**src/vic_pkg.sv**
```systemverilog
package vic_pkg;

    localparam int LINE_BITS = 18;

    localparam logic [1:0] OP_READ  = 2'd0;
    localparam logic [1:0] OP_WRITE = 2'd1;
    localparam logic [1:0] OP_LINE  = 2'd2;

    localparam logic [1:0] ST_OK     = 2'd0;
    localparam logic [1:0] ST_BAD    = 2'd1;
    localparam logic [1:0] ST_WINDOW = 2'd2;

    localparam logic [9:0] OFF_RESET_STATUS = 10'h000;
    localparam logic [9:0] OFF_WDOG_VECTOR  = 10'h002;
    localparam logic [9:0] OFF_PIN_ASSIGN   = 10'h004;
    localparam logic [9:0] OFF_PENDING      = 10'h040;
    localparam logic [9:0] OFF_WDOG_SERVICE = 10'h041;
    localparam logic [9:0] OFF_MASK         = 10'h044;
    localparam logic [9:0] OFF_AUTOVEC_EN   = 10'h04B;
    localparam logic [9:0] OFF_CTRL_BASE    = 10'h04C;
    localparam logic [9:0] OFF_SERIAL0_VEC  = 10'h1F0;
    localparam logic [9:0] OFF_SERIAL1_VEC  = 10'h230;
    localparam logic [9:0] OFF_PORT0_A      = 10'h1F8;
    localparam logic [9:0] OFF_PORT0_B      = 10'h1FC;
    localparam logic [9:0] OFF_PORT1_A      = 10'h238;
    localparam logic [9:0] OFF_PORT1_B      = 10'h23C;

    localparam logic [7:0]           RESET_STATUS_INIT = 8'h80;
    localparam logic [7:0]           WDOG_VECTOR_INIT  = 8'h0F;
    localparam logic [LINE_BITS-1:0] MASK_INIT         = 18'h3FFFE;

    localparam logic [7:0] AUTOVECTOR_BASE = 8'd24;
    localparam logic [7:0] FALLBACK_VECTOR = 8'h0F;

    typedef struct packed {
        logic [1:0]  op;
        logic [9:0]  offset;
        logic [31:0] write_data;
        logic [4:0]  irq_line;
        logic        irq_active;
    } vic_item_t;

    typedef struct packed {
        logic [7:0]           reset_status;
        logic [7:0]           watchdog_vector;
        logic [15:0]          pin_assignment;
        logic [LINE_BITS-1:0] mask_bits;
        logic [LINE_BITS-1:0] pending_bits;
        logic [7:0]           autovector_enables;
        logic [1:0][7:0]      serial_vectors;
    } vic_state_t;

    // key is level, priority, external flag; linen is the inverted line number
    typedef struct packed {
        logic [5:0] key;
        logic [4:0] linen;
        logic [7:0] vector;
    } vic_node_t;

    function automatic logic in_window(input logic [9:0] off);
        return (off >= 10'h140 && off < 10'h160) || (off >= 10'h180 && off < 10'h1A0) ||
               (off >= 10'h1C0 && off < 10'h1E0) || (off >= 10'h200 && off < 10'h220);
    endfunction

endpackage

```
**src/vic_regs.sv**
```systemverilog
module vic_regs #(
    parameter int INTERNAL_SOURCES = 10
) (
    input  logic                              aclk,
    input  logic                              aresetn,
    input  logic                              fire,
    input  vic_pkg::vic_item_t                item,
    output vic_pkg::vic_state_t               state_next,
    output logic [INTERNAL_SOURCES-1:0][7:0]  ctrl_next,
    output logic [31:0]                       read_data,
    output logic [1:0]                        status
);

    localparam logic [4:0] LAST_LINE = 5'(7 + INTERNAL_SOURCES);

    vic_pkg::vic_state_t              state_reg;
    logic [INTERNAL_SOURCES-1:0][7:0] ctrl_reg;
    logic [INTERNAL_SOURCES-1:0]      ctrl_hit;
    logic [7:0]                       ctrl_rd;
    logic                             window;

    always_comb begin
        ctrl_rd = 8'd0;
        for (int k = 0; k < INTERNAL_SOURCES; k++) begin
            ctrl_hit[k] = (item.offset == vic_pkg::OFF_CTRL_BASE + 10'(k));
            if (ctrl_hit[k]) begin
                ctrl_rd = ctrl_rd | ctrl_reg[k];
            end
        end
    end

    assign window = vic_pkg::in_window(item.offset);

    always_comb begin
        state_next = state_reg;
        ctrl_next  = ctrl_reg;
        read_data  = 32'd0;
        status     = vic_pkg::ST_OK;
        unique case (item.op)
            vic_pkg::OP_READ: begin
                if (window) begin
                    status = vic_pkg::ST_WINDOW;
                end else begin
                    unique case (item.offset)
                        vic_pkg::OFF_RESET_STATUS: read_data = 32'(state_reg.reset_status);
                        vic_pkg::OFF_WDOG_VECTOR:  read_data = 32'(state_reg.watchdog_vector);
                        vic_pkg::OFF_PIN_ASSIGN:   read_data = 32'(state_reg.pin_assignment);
                        vic_pkg::OFF_PENDING:      read_data = 32'(state_reg.pending_bits);
                        vic_pkg::OFF_MASK:         read_data = 32'(state_reg.mask_bits);
                        vic_pkg::OFF_AUTOVEC_EN:
                            read_data = 32'(state_reg.autovector_enables);
                        vic_pkg::OFF_SERIAL0_VEC:
                            read_data = 32'(state_reg.serial_vectors[0]);
                        vic_pkg::OFF_SERIAL1_VEC:
                            read_data = 32'(state_reg.serial_vectors[1]);
                        default: begin
                            if (|ctrl_hit) begin
                                read_data = 32'(ctrl_rd);
                            end else begin
                                status = vic_pkg::ST_BAD;
                            end
                        end
                    endcase
                end
            end
            vic_pkg::OP_WRITE: begin
                if (window) begin
                    status = vic_pkg::ST_WINDOW;
                end else begin
                    unique case (item.offset)
                        vic_pkg::OFF_RESET_STATUS:
                            // write one to clear
                            state_next.reset_status =
                                state_reg.reset_status & ~item.write_data[7:0];
                        vic_pkg::OFF_WDOG_VECTOR:
                            state_next.watchdog_vector = item.write_data[7:0];
                        vic_pkg::OFF_PIN_ASSIGN:
                            state_next.pin_assignment = item.write_data[15:0];
                        vic_pkg::OFF_MASK:
                            state_next.mask_bits = item.write_data[vic_pkg::LINE_BITS-1:0];
                        vic_pkg::OFF_AUTOVEC_EN:
                            state_next.autovector_enables = item.write_data[7:0];
                        vic_pkg::OFF_SERIAL0_VEC:
                            state_next.serial_vectors[0] = item.write_data[7:0];
                        vic_pkg::OFF_SERIAL1_VEC:
                            state_next.serial_vectors[1] = item.write_data[7:0];
                        vic_pkg::OFF_WDOG_SERVICE, vic_pkg::OFF_PORT0_A, vic_pkg::OFF_PORT0_B,
                        vic_pkg::OFF_PORT1_A, vic_pkg::OFF_PORT1_B: begin
                            // accepted, no effect
                        end
                        default: begin
                            if (|ctrl_hit) begin
                                for (int k = 0; k < INTERNAL_SOURCES; k++) begin
                                    if (ctrl_hit[k]) begin
                                        ctrl_next[k] = item.write_data[7:0];
                                    end
                                end
                            end else begin
                                status = vic_pkg::ST_BAD;
                            end
                        end
                    endcase
                end
            end
            vic_pkg::OP_LINE: begin
                if (item.irq_line >= 5'd1 && item.irq_line <= LAST_LINE) begin
                    state_next.pending_bits[item.irq_line] = item.irq_active;
                end
            end
            default: begin
            end
        endcase
    end

    always_ff @(posedge aclk) begin
        if (!aresetn) begin
            state_reg.reset_status       <= vic_pkg::RESET_STATUS_INIT;
            state_reg.watchdog_vector    <= vic_pkg::WDOG_VECTOR_INIT;
            state_reg.pin_assignment     <= '0;
            state_reg.mask_bits          <= vic_pkg::MASK_INIT;
            state_reg.pending_bits       <= '0;
            state_reg.autovector_enables <= '0;
            state_reg.serial_vectors     <= '0;
            ctrl_reg                     <= '0;
        end else if (fire) begin
            state_reg <= state_next;
            ctrl_reg  <= ctrl_next;
        end
    end

endmodule

```
**src/vic_prio.sv**
```systemverilog
module vic_prio #(
    parameter int INTERNAL_SOURCES = 10
) (
    input  vic_pkg::vic_state_t              state,
    input  logic [INTERNAL_SOURCES-1:0][7:0] ctrl,
    output logic [2:0]                       irq_level,
    output logic [7:0]                       irq_vector
);

    localparam int NUM_LINES = 8 + INTERNAL_SOURCES;
    localparam int LEAVES    = 1 << $clog2(NUM_LINES);

    logic [vic_pkg::LINE_BITS-1:0] active;
    vic_pkg::vic_node_t            node [2*LEAVES-1];

    assign active = state.pending_bits & ~state.mask_bits;

    for (genvar j = 0; j < LEAVES; j++) begin : g_leaf
        if (j >= 1 && j < 8) begin : g_ext
            assign node[LEAVES-1+j].key    = active[j] ? {3'(j), 3'b011} : 6'd0;
            assign node[LEAVES-1+j].linen  = ~5'(j);
            assign node[LEAVES-1+j].vector = state.autovector_enables[j]
                                           ? vic_pkg::AUTOVECTOR_BASE + 8'(j)
                                           : vic_pkg::FALLBACK_VECTOR;
        end else if (j >= 8 && j < NUM_LINES) begin : g_int
            logic [7:0] own_vector;
            if (j == 8) begin : g_wdog
                assign own_vector = state.watchdog_vector;
            end else if (j == 12) begin : g_ser0
                assign own_vector = state.serial_vectors[0];
            end else if (j == 13) begin : g_ser1
                assign own_vector = state.serial_vectors[1];
            end else begin : g_none
                assign own_vector = vic_pkg::FALLBACK_VECTOR;
            end
            assign node[LEAVES-1+j].key    = active[j] ? {ctrl[j-8][4:0], 1'b0} : 6'd0;
            assign node[LEAVES-1+j].linen  = ~5'(j);
            assign node[LEAVES-1+j].vector = ctrl[j-8][7]
                                           ? vic_pkg::AUTOVECTOR_BASE + {5'd0, ctrl[j-8][4:2]}
                                           : own_vector;
        end else begin : g_unused
            assign node[LEAVES-1+j] = '0;
        end
    end

    // max tree; lower line wins a tie through the inverted line number
    for (genvar i = 0; i < LEAVES - 1; i++) begin : g_tree
        assign node[i] = ({node[2*i+1].key, node[2*i+1].linen} >=
                          {node[2*i+2].key, node[2*i+2].linen}) ? node[2*i+1] : node[2*i+2];
    end

    // a winner at level zero presents nothing
    assign irq_level  = node[0].key[5:3];
    assign irq_vector = (node[0].key[5:3] != 3'd0) ? node[0].vector : 8'd0;

endmodule

```
**src/vectored_interrupt_controller.sv**
```systemverilog
// channel | dir | ports                       | beat contents
// s_      | in  | s_tvalid s_tready s_tdata    | s_tuser op; s_tdata offset, write_data,
//         |     | s_tuser                     |   irq_line, irq_active
// m_      | out | m_tvalid m_tready m_tdata    | read_data, status, irq_level, irq_vector
//
// one beat in, one beat out; each beat passes the input register, then the result register
// sustained rate is one beat per cycle while m_ is ready; the register update and the priority
// tree sit between the input and result registers
// aresetn clears the pipeline valids and loads the register reset values
// a stalled m_ side holds the result; s_ still takes one beat into the input register
module vectored_interrupt_controller #(
    parameter int INTERNAL_SOURCES = 10
) (
    input  logic        aclk,
    input  logic        aresetn,
    input  logic        s_tvalid,
    output logic        s_tready,
    input  logic [47:0] s_tdata,  // offset[9:0] write_data[41:10] irq_line[46:42] irq_active[47]
    input  logic [1:0]  s_tuser,  // op[1:0]
    output logic        m_tvalid,
    input  logic        m_tready,
    output logic [47:0] m_tdata   // read_data[31:0] status[33:32] irq_level[36:34]
                                  // irq_vector[44:37], zero fill above
);

    logic                             in_valid_reg;
    logic                             in_valid_next;
    vic_pkg::vic_item_t               item_reg;
    logic                             out_valid_reg;
    logic                             out_valid_next;
    logic [44:0]                      out_data_reg;
    logic                             out_free;
    logic                             fire;
    logic                             s_fire;
    vic_pkg::vic_state_t              state_next;
    logic [INTERNAL_SOURCES-1:0][7:0] ctrl_next;
    logic [31:0]                      read_data;
    logic [1:0]                       status;
    logic [2:0]                       irq_level;
    logic [7:0]                       irq_vector;

    assign out_free = !out_valid_reg || m_tready;
    assign fire     = in_valid_reg && out_free;
    assign s_tready = !in_valid_reg || out_free;
    assign s_fire   = s_tvalid && s_tready;

    vic_regs #(
        .INTERNAL_SOURCES(INTERNAL_SOURCES)
    ) u_regs (
        .aclk       (aclk),
        .aresetn    (aresetn),
        .fire       (fire),
        .item       (item_reg),
        .state_next (state_next),
        .ctrl_next  (ctrl_next),
        .read_data  (read_data),
        .status     (status)
    );

    vic_prio #(
        .INTERNAL_SOURCES(INTERNAL_SOURCES)
    ) u_prio (
        .state      (state_next),
        .ctrl       (ctrl_next),
        .irq_level  (irq_level),
        .irq_vector (irq_vector)
    );

    always_comb begin
        in_valid_next = in_valid_reg;
        if (s_fire) begin
            in_valid_next = 1'b1;
        end else if (fire) begin
            in_valid_next = 1'b0;
        end
        out_valid_next = out_valid_reg;
        if (fire) begin
            out_valid_next = 1'b1;
        end else if (m_tready) begin
            out_valid_next = 1'b0;
        end
    end

    always_ff @(posedge aclk) begin
        if (!aresetn) begin
            in_valid_reg  <= 1'b0;
            out_valid_reg <= 1'b0;
        end else begin
            in_valid_reg  <= in_valid_next;
            out_valid_reg <= out_valid_next;
        end
    end

    always_ff @(posedge aclk) begin
        if (s_fire) begin
            item_reg.op         <= s_tuser;
            item_reg.offset     <= s_tdata[9:0];
            item_reg.write_data <= s_tdata[41:10];
            item_reg.irq_line   <= s_tdata[46:42];
            item_reg.irq_active <= s_tdata[47];
        end
        if (fire) begin
            out_data_reg <= {irq_vector, irq_level, status, read_data};
        end
    end

    assign m_tvalid = out_valid_reg;
    assign m_tdata  = {3'd0, out_data_reg};

    a_reset_empties: assert property (@(posedge aclk)
        !aresetn |=> !in_valid_reg && !out_valid_reg)
        else $error("pipeline not empty after reset");

    a_no_vector_without_level: assert property (@(posedge aclk) disable iff (!aresetn)
        (out_valid_reg && out_data_reg[36:34] == 3'd0) |-> out_data_reg[44:37] == 8'd0)
        else $error("vector presented with level zero");

    a_fail_reads_zero: assert property (@(posedge aclk) disable iff (!aresetn)
        (out_valid_reg && out_data_reg[33:32] != vic_pkg::ST_OK) |-> out_data_reg[31:0] == 32'd0)
        else $error("failed access returned data");

    a_status_code: assert property (@(posedge aclk) disable iff (!aresetn)
        out_valid_reg |-> out_data_reg[33:32] != 2'd3)
        else $error("undefined status code");

    a_full_blocks_input: assert property (@(posedge aclk) disable iff (!aresetn)
        (in_valid_reg && out_valid_reg && !m_tready) |-> !s_tready && !fire)
        else $error("beat taken while both stages are full and stalled");

endmodule
```
**config.mk**
```make
export PLATFORM = sky130hd
export DESIGN_NAME = vectored_interrupt_controller
export DESIGN_NICKNAME = d
export VERILOG_FILES = /design/src/vic_pkg.sv /design/src/vic_regs.sv /design/src/vic_prio.sv /design/src/vectored_interrupt_controller.sv
export SDC_FILE = /design/constraint.sdc
export NUM_CORES = 1
export LEC_CHECK = 0
export BUFFER_PORTS_ARGS = -buffer_cell sky130_fd_sc_hd__buf_2
export CORE_ASPECT_RATIO = 0.5
export CORE_MARGIN = 2
export CORE_UTILIZATION = 50
export CTS_CLUSTER_DIAMETER = 30
export DETAILED_ROUTE_END_ITERATION = 10
export GPL_ROUTABILITY_DRIVEN = 1
export PLACE_DENSITY = 0.76
export SYNTH_ARGS = -nofsm -noshare
export SYNTH_HDL_FRONTEND = slang
export SYNTH_SLANG_ARGS = --single-unit
```
**constraint.sdc**
```tcl
create_clock -name aclk -period 14.55 [get_ports aclk]
set_clock_uncertainty 0.05 [all_clocks]
set_input_delay 1.455 -clock aclk [delete_from_list [all_inputs] [get_ports aclk]]
set_output_delay 1.455 -clock aclk [all_outputs]
set_load 0.005 [all_outputs]
```
# After elaboration in Yosys (flattened, before gate mapping)
# Cells that the tools add are included.
# op_classes
n_addsub	10
order_cmp	32
n_eq_ne	24
mux	105
n_bitwise	16
n_reduce_logical	37
# op_table
operator	n
19-bit 2-to-1 mux	20
80-bit 2-to-1 mux	4
8-bit 2-to-1 mux	35
11-bit greater-or-equal comparator	16
18-bit one-hot mux with 8 select lines	1
10-bit by 7-bit == test with 1-bit output (second input constant)	14
42-bit 2-to-1 mux	2
6-bit 2-to-1 mux	14
8-bit OR	9
5-bit by 3-bit adder with 6-bit output (first input constant)	10
6-bit AND reduction	10
18-bit 2-to-1 mux	3
24-bit 2-to-1 mux	2
5-bit 2-to-1 mux	9
11-bit by 1-bit greater-or-equal comparator with 1-bit output (second input constant)	3
10-bit == test (second input constant)	3
10-bit by 9-bit == test with 1-bit output (second input constant)	3
10-bit by 9-bit greater-or-equal comparator with 1-bit output (second input constant)	3
10-bit by 9-bit < comparator with 1-bit output (second input constant)	3
18-bit bitwise AND	1
18-bit bitwise mux	1
18-bit inverter	1
16-bit 2-to-1 mux	1
4-bit AND reduction	3
29 further kinds	53
# word_totals
register_bits	255
input_bits	54
out_inout_bits	50
elab_cells	263

# Longest topological paths before layout
# logic_depth
depth_word	22
mapped_depth	56
ltp_nobuf	48

# Modules after synthesis
# Synthesis repeated with hierarchy kept, for this count alone.
# unflattened
cells_unflattened	1731
area_unflattened_um2	16249.3
# modules_own_cells
mod	instances	cells_per_inst	area_per_inst_um2	seq_area_each_um2
vic_regs	1	1176	10338.7	3443.3
vectored_interrupt_controller	1	108	2982.9	2892.8
vic_prio	1	447	2927.8	0.0

# Least setup slack after synthesis
# Ideal clock, no wire load.
# synth_path
path_kind	register -> register
start	register item_reg[43] (netlist bit)
end	register out_data_reg[37], data pin
setup_time_ns	0.257
arrival_ns	10.448
t_required_ns	14.243
setup_slack_ns	3.795
path_stages_with_launch	49
path_buffers	5
synth_period_minus_slack_ns	10.755
path_cell_list	edfxtp_1 buf_2 or3_1 or3_1 o21ai_2 nor3_1 clkbuf_1 mux2i_1 nor2_1 ha_1 a21o_1 a21o_1 a21o_1 a211oi_1 a21o_1 buf_2 mux2i_1 inv_1 (+13 left out) a22o_1 inv_1 ha_1 a21o_1 a21oi_1 o311ai_1 buf_2 mux2i_1 mux2_2 ha_1 a21o_1 a21o_1 nor2_1 or3_1 o311a_1 and2_1 buf_6 a32o_1
# synth_between
elab_chain_len	21
word_cells_on_any_way	145
cone_classes	10 x add/sub; 28 x order compare; 21 x eq/ne; 73 x mux; 2 x bitwise; 11 x reduce/logical
# synth_lines
element	line_no	source
from (decl)	vectored_interrupt_controller.sv:28	vic_pkg::vic_item_t item_reg;
10-bit by 9-bit greater-or-equal comparator with 1-bit output / 10-bit by 9-bit < comparator with 1-bit output (equally long branches)	vic_pkg.sv:61	return (off >= 10'h140 && off < 10'h160) || (off >= 10'h180 && off < 10'h1A0) ||
1-bit logical AND	vic_pkg.sv:61	
1-bit logical OR (2 in a row)	vic_pkg.sv:61	
1-bit logical OR	vic_pkg.sv:62	(off >= 10'h1C0 && off < 10'h1E0) || (off >= 10'h200 && off < 10'h220);
42-bit 2-to-1 mux	vic_regs.sv:67	if (window) begin
42-bit 2-to-1 mux	vic_regs.sv:39	unique case (item.op)
18-bit inverter	vic_prio.sv:16	assign active = state.pending_bits & ~state.mask_bits;
18-bit bitwise AND	vic_prio.sv:16	
(+4 left out)	n/a	
19-bit 2-to-1 mux	vic_prio.sv:49	{node[2*i+2].key, node[2*i+2].linen}) ? node[2*i+1] : node[2*i+2];
11-bit greater-or-equal comparator / 11-bit by 1-bit greater-or-equal comparator with 1-bit output (equally long branches)	vic_prio.sv:48	assign node[i] = ({node[2*i+1].key, node[2*i+1].linen} >=
19-bit 2-to-1 mux	vic_prio.sv:49	
11-bit greater-or-equal comparator / 11-bit by 1-bit greater-or-equal comparator with 1-bit output (equally long branches)	vic_prio.sv:48	
19-bit 2-to-1 mux	vic_prio.sv:49	
11-bit greater-or-equal comparator	vic_prio.sv:48	
19-bit 2-to-1 mux (*)	vic_prio.sv:49	
3-bit nonzero test	vic_prio.sv:54	assign irq_vector = (node[0].key[5:3] != 3'd0) ? node[0].vector : 8'd0;
to (signal assigned)	vectored_interrupt_controller.sv:103	out_data_reg <= {irq_vector, irq_level, status, read_data};
to (decl)	vectored_interrupt_controller.sv:31	logic [44:0] out_data_reg;
# Every way passes the cells marked *; elsewhere a longest branch is shown, timed or not.
# A chain may end at the register's enable or synchronous reset.

# Worst setup path in the final report
# layout_path
start	register item_reg[38] (netlist bit)
end	register out_data_reg[36], data pin
# layout_between
elab_chain_len	20
word_cells_on_any_way	115
cone_classes	28 x order compare; 21 x eq/ne; 54 x mux; 2 x bitwise; 10 x reduce/logical
# layout_lines
element	line_no	source
10-bit by 9-bit greater-or-equal comparator with 1-bit output / 10-bit by 9-bit < comparator with 1-bit output (equally long branches)	vic_pkg.sv:61	
1-bit logical AND	vic_pkg.sv:61	
1-bit logical OR (2 in a row)	vic_pkg.sv:61	
1-bit logical OR	vic_pkg.sv:62	
42-bit 2-to-1 mux	vic_regs.sv:67	
42-bit 2-to-1 mux	vic_regs.sv:39	
18-bit inverter	vic_prio.sv:16	
18-bit bitwise AND	vic_prio.sv:16	
(+4 left out)	n/a	
19-bit 2-to-1 mux	vic_prio.sv:49	
11-bit greater-or-equal comparator / 11-bit by 1-bit greater-or-equal comparator with 1-bit output (equally long branches)	vic_prio.sv:48	
19-bit 2-to-1 mux	vic_prio.sv:49	
11-bit greater-or-equal comparator / 11-bit by 1-bit greater-or-equal comparator with 1-bit output (equally long branches)	vic_prio.sv:48	
19-bit 2-to-1 mux	vic_prio.sv:49	
11-bit greater-or-equal comparator	vic_prio.sv:48	
19-bit 2-to-1 mux (*)	vic_prio.sv:49	
named net irq_level[2]	vectored_interrupt_controller.sv:39	logic [2:0] irq_level;
# The timed path passes the listed nets; every way through them passes the cells marked *.

==> results.sh <==
export IMPL_core_sq_um=30200
export IMPL_cts_resized=0
export IMPL_worstPathArrival_ps=13570
export IMPL_start_util_pct=50.6
export IMPL_n_fill_cell=2671
export IMPL_setup_violations=0
export IMPL_syn_area_sq_um=15300
export IMPL_status="completed"
export IMPL_r2r_start="item_reg[38]"
export IMPL_drc=0
export IMPL_via_per_inst=6.39
export IMPL_worstPathMaxFanout=19
export IMPL_io_pins=104
export IMPL_async_flop_share_pct=0
export IMPL_synth_edff_count=67
export IMPL_dr_pass1_iters=8
export IMPL_cpMaxStageDelayCell="edfxtp_1"
export IMPL_startpoint_type="register"
export IMPL_powerDensity_nw_per_um2=97.1
export IMPL_grt_max_degree=112
export IMPL_max_stage_delay_ps=1050
export IMPL_grt_pass1_vias=12900
export IMPL_drive_gt1_share_pct=14.0
export IMPL_yosys_warnings=0
export IMPL_clock_sinks=241
export IMPL_grt_overflow_total=0
export IMPL_min_period_ps=13240
export IMPL_dieArea_sq_um=32100
export IMPL_rows=45
export IMPL_required_ps=14880
export IMPL_total_leakage_power_nw=6.55
export IMPL_synth_seq_area_share_pct=36.0
export IMPL_die_h_um=128
export IMPL_cts_tree="done"
export IMPL_yosys_cell_types_count=99
export IMPL_finalNonFillerCells=2241
export IMPL_cpMostUsedCell="a21o_1"
export IMPL_cp_startpoint="item_reg[38]"
export IMPL_hold_class="register to register"
export IMPL_final_period_utilization_pct=91.0
export IMPL_dp_worst_setup_slack_ps=1600
export IMPL_critPathKind="register to register"
export IMPL_seq_area_sq_um=5500
export IMPL_worst_ir_drop_vdd_v=0.0000647
export IMPL_drv_slew=0
export IMPL_synthToLayoutAreaGrowth_pct=11.5
export IMPL_ys_top_cells_by_count="nand2_1, dfxtp_1, mux2i_1, nor2_1, nand3_1"
export IMPL_ys_flop_type="dfxtp_1"
export IMPL_clk_insertion_delay_late_ps=550
export IMPL_yosys_register_bits=241
export IMPL_drt_wl_total_mm=50.8
export IMPL_finalSetupTns_ps=0
export IMPL_worst_slack_ps=1310
export IMPL_cts_clk_slew_worst_paths_ps=60
export IMPL_synth_top_area_share_pct=22.8
export IMPL_dpl_cell_count=2175
export IMPL_cts_hold_fix_buffers=0
export IMPL_max_slew_margin_pct=17.2
export IMPL_die_w_um=251
export IMPL_place_congestion=1.00
export IMPL_place_hpwl_mm=35.9
export IMPL_largest_register_ffs=90
export IMPL_max_freq_ghz=0.0755
export IMPL_synth_most_common_cell="nand2_1"
export IMPL_globalRouteTotalUtil_pct=31.1
export IMPL_rsz0062_at_grt="no"
export IMPL_synth_avg_cell_area_sq_um=8.52
export IMPL_clockBufferDepth=3
export IMPL_syn_inst=1793
export IMPL_hold_viol_final=0
export IMPL_cts_root_buf="clkbuf_16"
export IMPL_multi_input_area_sq_um=9100
export IMPL_cts_made_buffers=35
export IMPL_synth_largest_area_cell="dfxtp_1"
export IMPL_nets=1902
export IMPL_synthTopCellsByArea="dfxtp_1, edfxtp_1, mux2i_1"
export IMPL_critPathCaptureType="register"
export IMPL_drt_iter0_markers=1815
export IMPL_antenna_found_initial=2
export IMPL_worstMarginPinSlew_ps=1240
export IMPL_cts_setup_buffers=0
export IMPL_maxCapViolations=0
export IMPL_h_tree_depth=2
export IMPL_ant_nets=0
export IMPL_vias=14300
export IMPL_io_buffers=72
export IMPL_detail_route_wl_per_cell_um=22.7
export IMPL_grt_pass1_wl_mm=76.6
export IMPL_hold_start="u_regs.state_reg[85]"
[cells in the final DEF (no fill, tap or decap), drive strengths merged, types with 13 or more instances in the layout]
master  Yosys  final
nand2     340    340
dfxtp     174    174
mux2i     128    128
nor2      123    123
nand3     106    106
buf        48    106
a21boi    101    101
edfxtp     67     67
a21oi      54     54
inv        38     48
clkbuf     91     45
mux2       44     44
nor2b      43     43
a22oi      38     38
o21ai      38     38
ha         35     35
o211ai     23     23
a21o       19     19
nor3       19     19
conb        1     17
nor3b      14     14
and3       14     14
a222oi     14     14
o22ai      14     14
o21a       13     13
[power breakdown]
part	leakage [nW]	internal [W]	total (W)	switching, W
combinational	3.91	0.0000272	0.0000855	0.0000583
sequential	2.07	0.000702	0.000715	0.0000132
clock	0.574	0.000504	0.000854	0.000350
[logic make-up after synthesis]
kind of cell    synth area share, %
mux                            12.6
simple gates                   23.5
flops                          36.0
buf+inv                        4.99
other cells                  0.0245
fa+ha+maj                      3.00
compound gates                 19.9
[critical path: cells and delay by family (launching register included)]
family / cells / cell delay, ps
mux: 6 / 2190
flops: 1 / 1050
simple gates: 13 / 2950
compound gates: 18 / 4500
fa+ha+maj: 6 / 1780
buf+inv: 4 / 510
[final cells by class]
| cell class | instances | area share, % |
|---|---|---|
| well taps | 399 | 2.93 |
| repair buffers | 106 | 3.63 |
| clock inverters | 19 | 1.24 |
| flip-flops and latches | 241 | 32.2 |
| multi-input cells | 1390 | 53.4 |
| diodes | 2 | 0.0294 |
| clock buffers | 45 | 5.67 |
| inverters | 39 | 0.859 |
[worst paths after layout]
check	to	slack, ps	cells past startpoint
hold / removal	u_regs.state_reg[85]	390	2
setup / recovery	out_data_reg[36]	1310	47
setup reg to reg	out_data_reg[36]	1310	47
hold reg to reg	u_regs.state_reg[85]	390	2
[layer usage]
metal  vias up  track usage [%]  routed length, um  part of all wire (%)
met5         -                0                 12                 0.024
met4         2             11.6               1750                   3.4
met3       139             8.48               6440                    13
met2       804             45.8              21300                    42
met1      6858             43.5              21300                    42
li1       6528                -                  -                     -
[metrics by stage]
| stage | hold WS [ps] | power, W | util [%] | cell area (sq um) |
|---|---|---|---|---|
| 6_report | 386 | 0.00165 | 56.5 | 17000 |
| 5_1_grt | 409 | 0.00169 | 56.5 | 17000 |
| 4_1_cts | 383 | 0.00166 | 56.5 | 17000 |
| 3_5_place_dp | 372 | 0.000811 | 52.6 | 15900 |
| 3_3_place_gp | 371 | 0.000810 | 52.6 | 15900 |
| 2_1_floorplan | 362 | 0.000779 | - | 15300 |
Note: power is estimated with default switching activity, not from simulation.
